### config.mk
export PLATFORM = sky130hd
export DESIGN_NAME = fsnq_prefix
export DESIGN_NICKNAME = d
export VERILOG_FILES = /design/src/sv/fsnq_prefix.sv
export SDC_FILE = /design/constraint.sdc
export NUM_CORES = 1
export LEC_CHECK = 0
export BUFFER_PORTS_ARGS = -buffer_cell sky130_fd_sc_hd__buf_4
export CORE_AREA = 2 2 202 204
export DETAILED_ROUTE_END_ITERATION = 7
export DIE_AREA = 0 0 204 206
export REMOVE_ABC_BUFFERS = 1
export SYNTH_ARGS = -nofsm -noshare
export SYNTH_HDL_FRONTEND = slang
export SYNTH_SLANG_ARGS = --single-unit
### constraint.sdc
create_clock -name vclk -period 8.25
set_input_delay 1.65 -clock vclk [all_inputs]
set_output_delay 1.65 -clock vclk [all_outputs]
set_load 0.005 [all_outputs]
### src/sv/fsnq_prefix.sv
// Log-depth prefix OR over the cell hit bits: which cells lie behind
// the insert point, and whether any cell hit. No package dependency.
module fsnq_prefix #(
  parameter int N = 256
) (
  input  logic [N-1:0] hit_i,
  output logic [N-1:0] before_o,
  output logic         any_o
);

  localparam int LV = $clog2(N);

  logic [N-1:0] lvl [0:LV];

  assign lvl[0] = hit_i;

  for (genvar k = 0; k < LV; k++) begin : g_lvl
    for (genvar i = 0; i < N; i++) begin : g_bit
      if (i >= (1 << k)) begin : g_or
        assign lvl[k+1][i] = lvl[k][i] | lvl[k][i - (1 << k)];
      end else begin : g_pass
        assign lvl[k+1][i] = lvl[k][i];
      end
    end
  end

  assign before_o = {lvl[LV][N-2:0], 1'b0};
  assign any_o    = lvl[LV][N-1];

endmodule

Word-level counts from Yosys, hierarchy flattened. Index checks and enable logic that the tools add are counted.

Bits in registers: 0. Latch bits: 0. Bits in writable memories: 0. Bits in read-only memories: 0. Input port bits: 256. Output and inout port bits: 257. Word-level logic and storage cells: 1793. Memories kept: 0.

$add $sub $neg: 0. Multiply operators: 0. Div/mod/pow operators: 0. Order comparisons: 0. Equal/unequal tests: 0. Shift operators: 0. Multiplexer cells: 0. Bitwise operators: 1793. Reductions and logical operators: 0.

Operator list (count): OR 1 bit (1793).

Logic depth before layout (Yosys ltp).
Word-level depth: 8. Mapped depth: 9. Depth with buffers taken out: 8.

Least setup slack after synthesis. OpenSTA, ideal clock, no wires.

Kind: in2out. Start: input hit_i[12]. End: output before_o[245]. Data arrival time: 3.906 ns. Required time: 6.600 ns. Path slack: 2.694 ns. Stages: 8. Buffers on the path: 0. Path through: nor4_1 -> nand3_1 -> nor4_4 -> nand2_2 -> nor3_4 -> inv_2 -> or4_4 -> or3_1.

Cells in the longest elaborated chain, start to end: 8.

RTL lines: start, declared (RTL line 6) `input logic [N-1:0] hit_i,`; OR 1 bit (8 in series) (RTL line 20) `assign lvl[k+1][i] = lvl[k][i] | lvl[k][i - (1 << k)];`; end, declared (RTL line 7) `output logic [N-1:0] before_o,`.

No other way between the ends.

Worst setup path in the final report.
Start: input hit_i[41]. End: output before_o[148].

The elaborated chain is that of the path after synthesis.

==> out/metrics.yaml <==
min_path:
  hold_depth: 2
  hold_path.class: "input port to output pin"
  min_from: "hit_i[0]"
  min_to: "before_o[1]"
final_layout:
  multi_input_comb_area_mm2: 0.00452
  syn2layout_area_growth_pct: 99.4
  final.clkbuf_count: 0
  final_nets: 1666
  fin_area_mm2: 0.00937
  numSequentialCells: 0
  fill_cells: 4669
  final-seq-area_um2: 0
  drive_above_1_share: 0.416
worst_setup_path:
  crit_path_end_kind: "output pin"
  worstPathMaxFanout: 10
  critPathKind: "input port to output pin"
  critical-path-top-delay-family: "simple AND/OR/NAND/NOR gates"
  slowest_stage: "nor4_2"
  path_buf_inv: 3
  worstPathRequired_ns: 6.60
  critPathMaxStageDelay_ns: 1.04
  startpoint_type: "input port"
  worstSetupStartpoint: "hit_i[41]"
  worstPathArrival_ns: 5.73
  path_cells: "buf_4 > nor3_1 > nand4_1 > nor4_2 > and3_1 > and2_1 > inv_2 > nor2_2 > nand4_1 > buf_4"
clock_tree:
  cts_setup_buffers: 0
  cts_resized: 0
  holdBufCountCts: 0
power:
  leakagePower_nw: 3.09
  p_per_area_mw_per_mm2: 24.1
  irDropWorstVdd_mv: 0.0169
global_route:
  grt_pass1_wl_mm: 74.9
  grt_use_total: 0.250
  antenna_found_initial: 5
  grt_max_degree: 14
  overflow: 0
  grt_pass1_vias: 9943
floorplan:
  initial_core_util: 0.117
  die_h_um: 206
  die_area_mm2: 0.0420
  num_io_pins: 513
  die-width_um: 204
  rows: 74
  coreArea_mm2: 0.0402
detailed_routing:
  dr_total_vias: 9834
  routed_wl_mm: 56.1
  dr_wl_met2_mm: 29.7
  drtAntennaViolNets: 0
  route.met3.wl_mm: 4.23
  drc_errors: 0
  routedWlPerCell_um: 28.9
  topRoutingLayerUsed: "met4"
  via_per_inst: 5.06
  wl_met1_mm: 20.5
  first_pass_iters: 5
  drtIter0Drc: 757
synth:
  synth_area_leaders: "nor4_1 (14%), nor2_1 (12%), nand2_1 (11%)"
  synth_top_area_share: 0.137
  syn_inst: 882
  synth_area_per_cell_um2: 5.33
  synth_cell_type_count: 38
  yosys.area.top_type: "nor4_1"
  yosys_warnings: 0
  netlist_area_mm2: 0.00470
  synth.yosys.seq_area_share: 0
timing:
  maxSlewHeadroom: 0.191
  timing.final.crit_share: 0.894
  fin_hold_ws_ns: 3.52
  fin_crit_ns: 7.38
  hold_violations: 0
  rsz0062_at_grt: "no"
  finalSetupViolations: 0
  maxSlewViolCount: 0
  tns_ns: 0
  max_freq_mhz: 136
  worst-slew-pin-transition_ns: 1.20
placed_design:
  dp_hpwl_mm: 50.9
  dpl_cell_area_mm2: 0.00936
  port_buffers: 512
  place.gp.congestion: 0.971
job:
  max_cap_violations: 0
status:
  status: "completed"
==> logic make-up after synthesis <==
| group | synth area share |
|---|---|
| buffers and inverters | 0.0426 |
| other | 0.000798 |
| and+or+nand+nor | 0.957 |
==> cells in the mapped netlist (3+ instances only) <==
| master | number |
|---|---|
| nor2_1 | 156 |
| nand2_1 | 141 |
| nor4_1 | 103 |
| nand3_1 | 98 |
| nor3_1 | 92 |
| nand4_1 | 72 |
| inv_1 | 37 |
| or3_1 | 30 |
| or2_2 | 18 |
| or4_1 | 18 |
| and3_1 | 14 |
| and4_1 | 13 |
| nand4b_1 | 13 |
| nor4_2 | 9 |
| nand2b_1 | 8 |
| nand3b_1 | 8 |
| and2_1 | 7 |
| clkbuf_1 | 7 |
| inv_2 | 4 |
| nor4_4 | 4 |
| nor2b_1 | 3 |
| nor3_2 | 3 |
| nor3b_1 | 3 |
==> how the worst max path moves through the flow <==
stage | endpoint | slack [ns] | cells past startpoint
CTS | before_o[148] | 0.90 | 10
global placement | before_o[148] | 0.96 | 10
global route | before_o[148] | 0.67 | 10
detailed placement | before_o[148] | 0.90 | 10
finish | before_o[148] | 0.87 | 10
floorplan | before_o[238] | 2.44 | 6
==> metrics by stage <==
step / worst slack [ns] / power [mW] / util / std cells
after floorplan: 2.44 / 0.0431 / - / 872
after global placement: 0.957 / 0.221 / 0.233 / 1940
after detailed placement: 0.903 / 0.223 / 0.233 / 1940
after CTS: 0.898 / 0.224 / 0.233 / 1940
after global routing: 0.674 / 0.238 / 0.233 / 1944
final: 0.872 / 0.226 / 0.233 / 1945
==> where the power goes <==
part | switching (mW) | internal [mW] | leakage (nW)
Clock | 0 | 0.0000000820 | 0.0000317
Sequential | 0 | 0 | 0
Combinational | 0.124 | 0.101 | 3.09
==> placed cells by master, fill, tap and decap left out, types with 7 or more instances in the layout <==
cell / netlist / routed
or2_2: 18 / 18
nand4_1: 72 / 72
nor2_1: 156 / 156
nand2b_1: 8 / 8
buf_4: 2 / 536
nand3_1: 98 / 98
nor4_1: 103 / 102
and3_1: 14 / 14
nand2_1: 141 / 141
or3_1: 30 / 30
nand4b_1: 13 / 13
and4_1: 13 / 13
inv_1: 37 / 37
or4_1: 18 / 18
and2_1: 7 / 7
nor3_1: 92 / 90
nor4_2: 9 / 10
nand3b_1: 8 / 8
==> routing by layer <==
layer,vias to the layer above,track usage
met5,-,0
met4,0,0.0675
met3,66,0.0448
met2,576,0.493
met1,4754,0.272
li1,4438,-
==> final cells by class <==
type,instances,share of cell area
diodes,5,0.00133
inverters,41,0.0164
multi-input cells,831,0.482
well taps,532,0.0710
repair buffers,536,0.429
(Power assumes the default switching activity.)
