<file path="config.mk">
export PLATFORM = sky130hd
export DESIGN_NAME = fsnq_cell
export DESIGN_NICKNAME = d
export VERILOG_FILES = /design/src/sv/fsnq_pkg.sv /design/src/sv/fsnq_cell.sv
export SDC_FILE = /design/constraint.sdc
export NUM_CORES = 1
export LEC_CHECK = 0
export BUFFER_PORTS_ARGS = -buffer_cell sky130_fd_sc_hd__buf_2
export CELL_PAD_IN_SITES_DETAIL_PLACEMENT = 1
export CELL_PAD_IN_SITES_GLOBAL_PLACEMENT = 1
export CORE_ASPECT_RATIO = 0.5
export CORE_MARGIN = 4
export CORE_UTILIZATION = 31
export CTS_CLUSTER_SIZE = 8
export DETAILED_ROUTE_END_ITERATION = 16
export PLACE_DENSITY_LB_ADDON = 0.1
export SLEW_MARGIN = 20
export SYNTH_ARGS = -nofsm -noshare
export SYNTH_HDL_FRONTEND = slang
export SYNTH_SLANG_ARGS = --single-unit
</file>
<file path="constraint.sdc">
create_clock -name clk_i -period 2.25 [get_ports clk_i]
set_input_delay 0.3375 -clock clk_i [delete_from_list [all_inputs] [get_ports clk_i]]
set_output_delay 0.3375 -clock clk_i [all_outputs]
set_load 0.01 [all_outputs]
</file>
<file path="src/sv/fsnq_pkg.sv">
// Shared types and codes for the frequency sorted node queue.
// No dependencies.
package fsnq_pkg;

  // request codes on req_type_i
  typedef enum logic [1:0] {
    REQ_APPEND  = 2'd0,
    REQ_INSERT  = 2'd1,
    REQ_DEQUEUE = 2'd2,
    REQ_CLEAR   = 2'd3
  } req_e;

  // result status codes
  typedef enum logic [1:0] {
    ST_DONE  = 2'd0,
    ST_FULL  = 2'd1,
    ST_EMPTY = 2'd2
  } status_e;

  // what a cell loads at the next edge
  typedef enum logic [1:0] {
    CELL_HOLD       = 2'd0,
    CELL_LOAD       = 2'd1,
    CELL_FROM_LEFT  = 2'd2,
    CELL_FROM_RIGHT = 2'd3
  } cell_op_e;

  typedef struct packed {
    cell_op_e op;
    logic     cmp_en;
  } cell_ctl_t;

endpackage

</file>
<file path="src/sv/fsnq_cell.sv">
// One queue slot: holds an entry, compares it with the insert key and
// loads from the new word or a neighbor. Depends on fsnq_pkg.
module fsnq_cell #(
  parameter int FREQ_BITS = 24
) (
  input  logic                  clk_i,
  input  logic                  rst_ni,
  input  fsnq_pkg::cell_ctl_t   ctl_i,
  input  logic [FREQ_BITS-1:0]  key_i,
  input  logic                  new_leaf_i,
  input  logic [8:0]            new_item_i,
  input  logic [FREQ_BITS-1:0]  left_freq_i,
  input  logic                  left_leaf_i,
  input  logic [8:0]            left_item_i,
  input  logic [FREQ_BITS-1:0]  right_freq_i,
  input  logic                  right_leaf_i,
  input  logic [8:0]            right_item_i,
  output logic [FREQ_BITS-1:0]  freq_o,
  output logic                  leaf_o,
  output logic [8:0]            item_o,
  output logic                  hit_o
);

  logic [FREQ_BITS-1:0] freq_q;
  logic                 leaf_q;
  logic [8:0]           item_q;
  logic                 hit_q;

  always_ff @(posedge clk_i) begin
    case (ctl_i.op)
      fsnq_pkg::CELL_LOAD: begin
        freq_q <= key_i;
        leaf_q <= new_leaf_i;
        item_q <= new_item_i;
      end
      fsnq_pkg::CELL_FROM_LEFT: begin
        freq_q <= left_freq_i;
        leaf_q <= left_leaf_i;
        item_q <= left_item_i;
      end
      fsnq_pkg::CELL_FROM_RIGHT: begin
        freq_q <= right_freq_i;
        leaf_q <= right_leaf_i;
        item_q <= right_item_i;
      end
      default: begin
      end
    endcase
  end

  // insert goes ahead of an entry with frequency >= key
  always_ff @(posedge clk_i or negedge rst_ni) begin
    if (!rst_ni) begin
      hit_q <= 1'b0;
    end else if (ctl_i.cmp_en) begin
      hit_q <= (key_i <= freq_q);
    end
  end

  assign freq_o = freq_q;
  assign leaf_o = leaf_q;
  assign item_o = item_q;
  assign hit_o  = hit_q;

endmodule

</file>
# Word-level counts from Yosys, hierarchy flattened
# Cells that the tools add are included.
[word_totals]
regBits = 35
in_bits = 107
output_inout_bits = 35
elab_cells = 12
[classes]
n_lt_le_gt_ge = 1
eq_ne = 3
muxes = 3
n_reduce_logical = 1
[ops]
columns = ["op", "n"]
rows = [
  ["24-bit case mux with 3 select lines", 1],
  ["9-bit case mux with 3 select lines", 1],
  ["24-bit <= comparator", 1],
  ["2-bit == test (second input constant)", 2],
  ["1-bit case mux with 3 select lines", 1],
  ["3-bit nonzero test", 1],
  ["2-bit by 1-bit == test with 1-bit output (second input constant)", 1],
]

# Depth between registers and ports, before layout
# Gate-level depths: netlist of the first run.
[logic_depth]
word_depth = 2
ltp_mapped = 7
mapped_depth_nobuf = 7

# Least setup slack after synthesis of the first run
# No wires, ideal clock.
[synth_timing]
kind = "reg2reg"
from = "register freq_q[22] (netlist: freq_o[22])"
to = "register hit_q (netlist: hit_o)"
arrival_ns = 1.691
path_slack_ns = 0.479
path_stages_with_launch = 8
n_path_buf = 0
path_cell_list = "edfxtp_1 inv_1 ha_1 nand4_2 or4_1 o21ai_1 a31oi_1 nor3_2"
[synth_between]
elab_chain_len = 1
[synth_rtl]
columns = ["item", "line_no", "text"]
rows = [
  ["start, declared", "fsnq_cell.sv:24", "logic [FREQ_BITS-1:0] freq_q;"],
  ["start signal, assigned", "fsnq_cell.sv:32", "freq_q <= key_i;"],
  ["start signal, assigned", "fsnq_cell.sv:37", "freq_q <= left_freq_i;"],
  ["start signal, assigned", "fsnq_cell.sv:42", "freq_q <= right_freq_i;"],
  ["24-bit <= comparator", "fsnq_cell.sv:56", "hit_q <= (key_i <= freq_q);"],
  ["end signal, assigned", "fsnq_cell.sv:56", ""],
  ["end, declared", "fsnq_cell.sv:27", "logic hit_q;"],
]
# No other way between the ends.
# A chain may end at the register's enable or synchronous reset.

# Worst setup path after layout of the first run
[layout_timing]
from = "register freq_q[19] (netlist: freq_o[19])"
to = "register hit_q (netlist: hit_o)"
# The elaborated chain is that of the path after synthesis.

==> results of run 1 <==
[through the flow]
step                cell area [µm²]  hold WS (ps)  power, mW  worst slack, ps  util, %
floorplan                      2370          41.9       1.14              479        -
global placement               3220           135       1.38              390     43.7
detailed placement             3220           137       1.40              346     43.7
CTS                            3380           369       2.09              389     45.8
global route                   3380           381       2.18              225     45.8
finish                         3380           376       2.05              404     45.8
[power by group through the flow]
stage	Clock (mW)	Combinational (mW)	Sequential, mW
3_5_place_dp	0	0.542	0.857
3_3_place_gp	0	0.528	0.851
5_1_grt	0.719	0.609	0.853
4_1_cts	0.697	0.546	0.844
2_1_floorplan	0	0.243	0.894
6_report	0.670	0.535	0.842
[flip-flops by register name (all words and copies together), names as in the netlist]
name,cells
freq_o,24
item_o,9
hit_o,1
leaf_o,1
[worst min-delay path, stage by stage]
cell	delay, ps
sky130_fd_sc_hd__buf_2	70
sky130_fd_sc_hd__nor2_1	30
sky130_fd_sc_hd__a21oi_1	100
[final cells by class]
type,instances,area share [%]
well taps,96,3.56
flip-flops and latches,35,31.0
clock inverters,2,0.371
repair buffers,147,23.4
clock buffers,6,3.82
multi-input cells,170,35.2
inverters,24,2.67
[worst max path at each step]
stage / from / end / slack (ps)
2_1_floorplan: freq_o[22] / hit_o / 480
5_1_grt: freq_o[19] / hit_o / 230
3_5_place_dp: key_i[19] / hit_o / 350
3_3_place_gp: key_i[19] / hit_o / 390
4_1_cts: freq_o[19] / hit_o / 390
6_report: freq_o[19] / hit_o / 400
[timing repair]
item,4_1_cts,5_1_grt
gates resized for setup,0,0
hold buffers,1,0
hold endpoints to repair,1,0
[cell usage in the layout (no fill, tap or decap)]
cell and instances:
sky130_fd_sc_hd__buf_2 141, sky130_fd_sc_hd__a21oi_1 45, sky130_fd_sc_hd__nor2_1 37, sky130_fd_sc_hd__mux2i_1 34, sky130_fd_sc_hd__edfxtp_1 34, sky130_fd_sc_hd__inv_1 24
sky130_fd_sc_hd__ha_1 24, sky130_fd_sc_hd__nand2_1 6, sky130_fd_sc_hd__nand4_1 6, sky130_fd_sc_hd__clkbuf_16 5, sky130_fd_sc_hd__o21ai_0 3, sky130_fd_sc_hd__buf_12 3
sky130_fd_sc_hd__or2_2 2, sky130_fd_sc_hd__nand3_1 2, sky130_fd_sc_hd__buf_4 2, sky130_fd_sc_hd__nand4_2 1, sky130_fd_sc_hd__a221oi_1 1, sky130_fd_sc_hd__nor3_1 1
sky130_fd_sc_hd__nand2b_2 1, sky130_fd_sc_hd__or4_1 1, sky130_fd_sc_hd__o21ai_1 1, sky130_fd_sc_hd__a31oi_1 1, sky130_fd_sc_hd__nor2b_1 1, sky130_fd_sc_hd__o211ai_1 1
sky130_fd_sc_hd__a21o_1 1, sky130_fd_sc_hd__nor3_2 1, sky130_fd_sc_hd__clkbuf_1 1, sky130_fd_sc_hd__clkinvlp_4 1, sky130_fd_sc_hd__clkinv_2 1, sky130_fd_sc_hd__dfrtp_1 1
sky130_fd_sc_hd__dlygate4sd3_1 1
[cell families after synthesis]
| kind of cell | count (synthesis) |
|---|---|
| AND/OR/NAND/NOR | 59 |
| adder cells (fa/ha/maj) | 24 |
| multiplexers | 34 |
| buffers and inverters | 36 |
| flip-flops | 35 |
| AO/OA/AOI/OAI | 53 |
[metal layers]
metal	track usage, %	routed length [µm]	vias to the layer above
li1	-	-	1149
met1	18.5	3050	1000
met2	26.1	3250	75
met3	5.97	614	4
met4	3.14	57	0
met5	0	0	-
==> flow_summary.yaml, run 1 <==
sta:
  worstMarginPinSlew_ps: 529
  drv_slew: 0
  post-route-period-util_pct: 82.0
  finalWorstPathRequiredPeriod_ps: 1850
  rsz0062_at_grt: "false"
  finalHoldViolations: 0
  setup_violations: 0
  relative_slew_slack_pct: 64.7
  clock-skew-final_ps: 3.58
  maxClockFrequency_ghz: 0.542
  setup_tns_ps: 0
worst_hold_path:
  min_delay_worst_endpoint: "item_o[5]"
  worst_hold_path.num_cells: 3
  timing.hold.worst.start: "new_item_i[5]"
  worst_hold_path_type: "in2reg"
synth:
  synth_adder_area_share_pct: 12.7
  ys.flop_type: "sky130_fd_sc_hd__edfxtp_1"
  synth.net_count: 372
  synth_top_area_share_pct: 43.0
  synth.mux.area_fraction_pct: 14.3
  synth_top_family_by_area: "multiplexers"
  synth_seq_cells: 35
  synth.top_cells.by_count: "45 x sky130_fd_sc_hd__a21oi_1, 37 x sky130_fd_sc_hd__nor2_1, 34 x sky130_fd_sc_hd__edfxtp_1, 34 x sky130_fd_sc_hd__mux2i_1"
  yosysMostFrequentCell: "sky130_fd_sc_hd__a21oi_1"
  yosys-top-cells-area: "sky130_fd_sc_hd__edfxtp_1 43%, sky130_fd_sc_hd__mux2i_1 14%, sky130_fd_sc_hd__ha_1 13%"
  synthSimpleGateAreaFrac_pct: 11.4
  postSynthCellCount: 241
  syn_avg_cell_area_um2: 9.85
  cell_area_after_technology_mapping_um2: 2370
  synth_xor_xnor_area_share_pct: 0
  synth_seq_area_share_pct: 44.1
  edff_count_synth: 34
  synth.distinct_cells: 26
  async_flop_share_pct: 2.86
  synth_top_area_cell: "sky130_fd_sc_hd__edfxtp_1"
  ys.warnings.count: 0
  fraction_of_the_mapped_netlist_area_in_compound_gates_pct: 11.6
critical_path:
  critical-path-slowest-cell: "sky130_fd_sc_hd__or4_1"
  cp_cell_sequence: "inv_1 > ha_1 > nand4_1 > or4_1 > o21ai_1 > a31oi_1 > nor3_2"
  reg2reg_slack_ps: 400
  critPathMaxStageDelay_ps: 540
  timing.critical_path.fanout_max: 3
  crit_cells: 7
  cp.required_ps: 2450
  timing.rr.end: "hit_o"
  cp-end-kind: "flip-flop"
  r2r-start: "freq_o[19]"
  path_class: "reg2reg"
  timing.reg2reg.worst_path_depth: 7
  critPathBufInv: 1
  worstPathArrival_ps: 2050
  timing.critical_path.from_type: "flip-flop"
  timing.critical_path.max_delay_family: "simple AND/OR/NAND/NOR gates"
finish:
  post_route_cells_drive_above_1_share_pct: 41.1
  seq_area_um2: 1050
  fillCellCount: 896
  num_antenna_cells: 0
  post_layout_nonfiller_instances: 480
  area_growth_pct: 42.2
  fin_nets: 514
  multiInputGateArea_um2: 1190
flow_run:
  max_cap_viol_count: 0
die:
  die_height_um: 69.9
  placement_rows: 22
  fp.coreArea_um2: 7380
  initial_utilization_pct: 32.2
  die_w_um: 132
  ioPinCount: 142
  die-area_um2: 9210
clock_tree:
  cts_post_setup_buffers_inserted: 0
  insertion_delay_ps: 280
  cts_inserted_buffers: 5
  cts_num_sinks: 35
  clock_path_buffers: 2
  cts-htree-levels: 2
  clock_edge_transition_at_the_registers_on_the_reported_setup_and_hold_paths_ps: 60
  buffer_cell_driving_the_clock_tree_root: "sky130_fd_sc_hd__clkbuf_16"
  cts_tree: "yes"
placed_design:
  gpl.final_weighted_congestion: 0.742
  portBuffers: 141
  dpl_wire_length_um: 5790
  placed_cells_incl_taps: 471
grt:
  grt.overflow.total: 0
  grt_max_degree: 35
  number_of_global_route_vias_before_repair: 2362
  grt_pass1_wl_um: 11400
  number_of_antenna_violations_at_the_first_check_in_global_routing: 0
  grt_resource_usage_total_pct: 15.3
power:
  p_seq_share_pct: 41.1
  combPwrFrac_pct: 26.1
  clock_power_share_pct: 32.7
  cellInternalPower_mw: 1.47
  power_per_cell_area_nw_per_um2: 606
  p_leak_nw: 1.71
  vdd_ir_drop_max_mv: 0.294
  switching_power_uw: 578
  power.share.switching_pct: 28.3
detailed_routing:
  drt-total-wl_um: 6970
  first_iter_violations: 55
  dr_total_vias: 2228
  viasPerCell: 4.64
  remaining_design_rule_violation_count: 0
  routedWlPerCell_um: 14.5
  first_drt_pass_iteration_count: 3
  ant_nets: 0
outcome:
  run_status: "finished, final reports clean"
Note: power is estimated with default switching activity, not from simulation.
==> run 2, diff against run 1 <==
- clock period: 2.25 -> 1.8 ns (I/O delays scaled with it)
==> flow_summary.yaml, run 2 (same netlist as run 1, synthesis figures left out) <==
worst_hold_path:
  worst_hold_path_type: "in2async"
grt:
  number_of_antenna_violations_at_the_first_check_in_global_routing: 0
  grt_max_degree: 69
  grt.overflow.total: 0
  number_of_global_route_vias_before_repair: 2364
  grt_resource_usage_total_pct: 15.3
  grt_pass1_wl_um: 11500
detailed_routing:
  highest_layer: "met4"
  remaining_design_rule_violation_count: 0
  first_drt_pass_iteration_count: 4
  post_route_met1_wirelength_um: 3180
  dr_total_vias: 2246
  ant_nets: 0
  drt-total-wl_um: 7200
  dr_wl_met2_um: 3400
  routedWlPerCell_um: 15.0
  first_iter_violations: 60
  met3WireLength_um: 588
  viasPerCell: 4.68
power:
  finalPower_mw: 2.58
  power_per_cell_area_nw_per_um2: 750
  p_leak_nw: 1.71
  vdd_ir_drop_max_mv: 0.385
  combPwrFrac_pct: 27.1
  power.share.switching_pct: 28.4
  cellInternalPower_mw: 1.85
  clock_power_share_pct: 31.9
  switching_power_uw: 732
  p_seq_share_pct: 40.9
sta:
  worstMarginPinSlew_ps: 839
  drv_slew: 0
  clock-skew-final_ps: 3.43
  setup_violations: 1
  maxClockFrequency_ghz: 0.555
  relative_slew_slack_pct: 44.0
  finalWorstPathRequiredPeriod_ps: 1800
  finalHoldViolations: 0
  setup_slack_ps: -1.57
  rsz0062_at_grt: "true"
  post-route-period-util_pct: 100
die:
  ioPinCount: 142
  initial_utilization_pct: 32.2
  fp.coreArea_um2: 7380
  die-area_um2: 9210
  die_height_um: 69.9
  placement_rows: 22
  die_w_um: 132
finish:
  multiInputGateArea_um2: 1280
  number_of_flip_flops_under_the_largest_register_name: 24
  most-common-layout-cells: "141 x sky130_fd_sc_hd__buf_2, 45 x sky130_fd_sc_hd__a21oi_1, 37 x sky130_fd_sc_hd__nor2_1"
  fillCellCount: 885
  post_layout_nonfiller_instances: 480
  final_util_pct: 46.6
  num_antenna_cells: 0
  seq_area_um2: 1050
  fin_nets: 514
  final_common_cell: "sky130_fd_sc_hd__buf_2"
  area_growth_pct: 44.9
  post_route_cells_drive_above_1_share_pct: 44.8
placed_design:
  detailedPlace.worstSlack_ps: -76.2
  gpl.final_weighted_congestion: 0.717
  dpl_wire_length_um: 5630
  portBuffers: 141
  placed_cells_incl_taps: 470
clock_tree:
  cts-htree-levels: 2
  cts_tree: "yes"
  insertion_delay_ps: 270
  buffer_cell_driving_the_clock_tree_root: "sky130_fd_sc_hd__clkbuf_16"
  cts_inserted_buffers: 5
  clock_path_buffers: 2
  clock_edge_transition_at_the_registers_on_the_reported_setup_and_hold_paths_ps: 60
  cts_num_sinks: 35
critical_path:
  critPathMaxStageDelay_ps: 550
  cp_cell_sequence: "inv_2 > ha_4 > nand4_1 > or4_4 > o21ai_2 > a31oi_2 > nor3_2"
  timing.critical_path.from_type: "flip-flop"
  worstPathArrival_ps: 2000
  cp-end-kind: "flip-flop"
  path_class: "reg2reg"
  timing.critical_path.fanout_max: 2
  critical-path-slowest-cell: "sky130_fd_sc_hd__or4_4"
  cp.required_ps: 2000
flow_run:
  max_cap_viol_count: 0
outcome:
  run_status: "complete, but fails checks"
  violations: "negative setup slack"
[run 2: power groups by stage]
stage                     registers [mW]  clock network, mW  logic (mW)
final                               1.06              0.824       0.700
after global routing                1.07              0.892       0.796
after CTS                           1.05              0.851       0.698
after detailed placement            1.07                  0       0.672
after global placement              1.06                  0       0.653
after floorplan                     1.12                  0       0.304
[run 2: what timing repair did]
| item | 4_1_cts | 5_1_grt |
|---|---|---|
| setup endpoints to repair | 1 | 1 |
| hold buffers | 1 | 0 |
| buffers inserted | 1 | 0 |
| gates resized for setup | 3 | 10 |
| pin swaps | 4 | 5 |
| hold endpoints to repair | 1 | 0 |
[run 2: final timing paths]
kind / startpoint / endpoint / slack (ps) / depth (start not counted)
max in group asynchronous: rst_ni / hit_o / 1390 / 2
min in group clk_i: new_item_i[4] / item_o[4] / 320 / 3
worst min register to register: hit_o / hit_o / 670 / 2
worst max register to register: freq_o[17] / hit_o / -2 / 7
worst max-delay path: freq_o[17] / hit_o / -2 / 7
worst min-delay path: rst_ni / hit_o / 310 / 2
[run 2: worst max-delay path: cells and delay by family (launching register included)]
kind	cells	cell delay, ps
AND/OR/NAND/NOR	3	860
AO/OA/AOI/OAI	2	190
buffers and inverters	1	50
adder cells (fa/ha/maj)	1	260
flip-flops	1	360
[run 2: per-stage QoR]
stage / hold WS, ps / area [µm²] / setup TNS (ps)
global route: 314 / 3440 / -97.4
finish: 315 / 3440 / -1.57
detailed placement: 61.0 / 3190 / -76.2
floorplan: -25.6 / 2370 / 0
global placement: 64.1 / 3190 / -0.602
CTS: 308 / 3390 / 0
[run 2: per-layer routing]
layer / up-vias / global-route usage (%)
met1: 1022 / 19.3
li1: 1146 / -
met5: - / 0
met2: 76 / 25.9
met3: 2 / 5.40
met4: 0 / 2.10
[run 2: final cells by class]
cell class                 instances  share of cell area (%)
clock inverter                     3                   0.437
tap                               96                    3.49
timing repair buffer             147                    22.3
multi-input combinational        170                    37.1
sequential                        35                    30.4
inverter                          24                    2.62
clock buffer                       5                    3.64
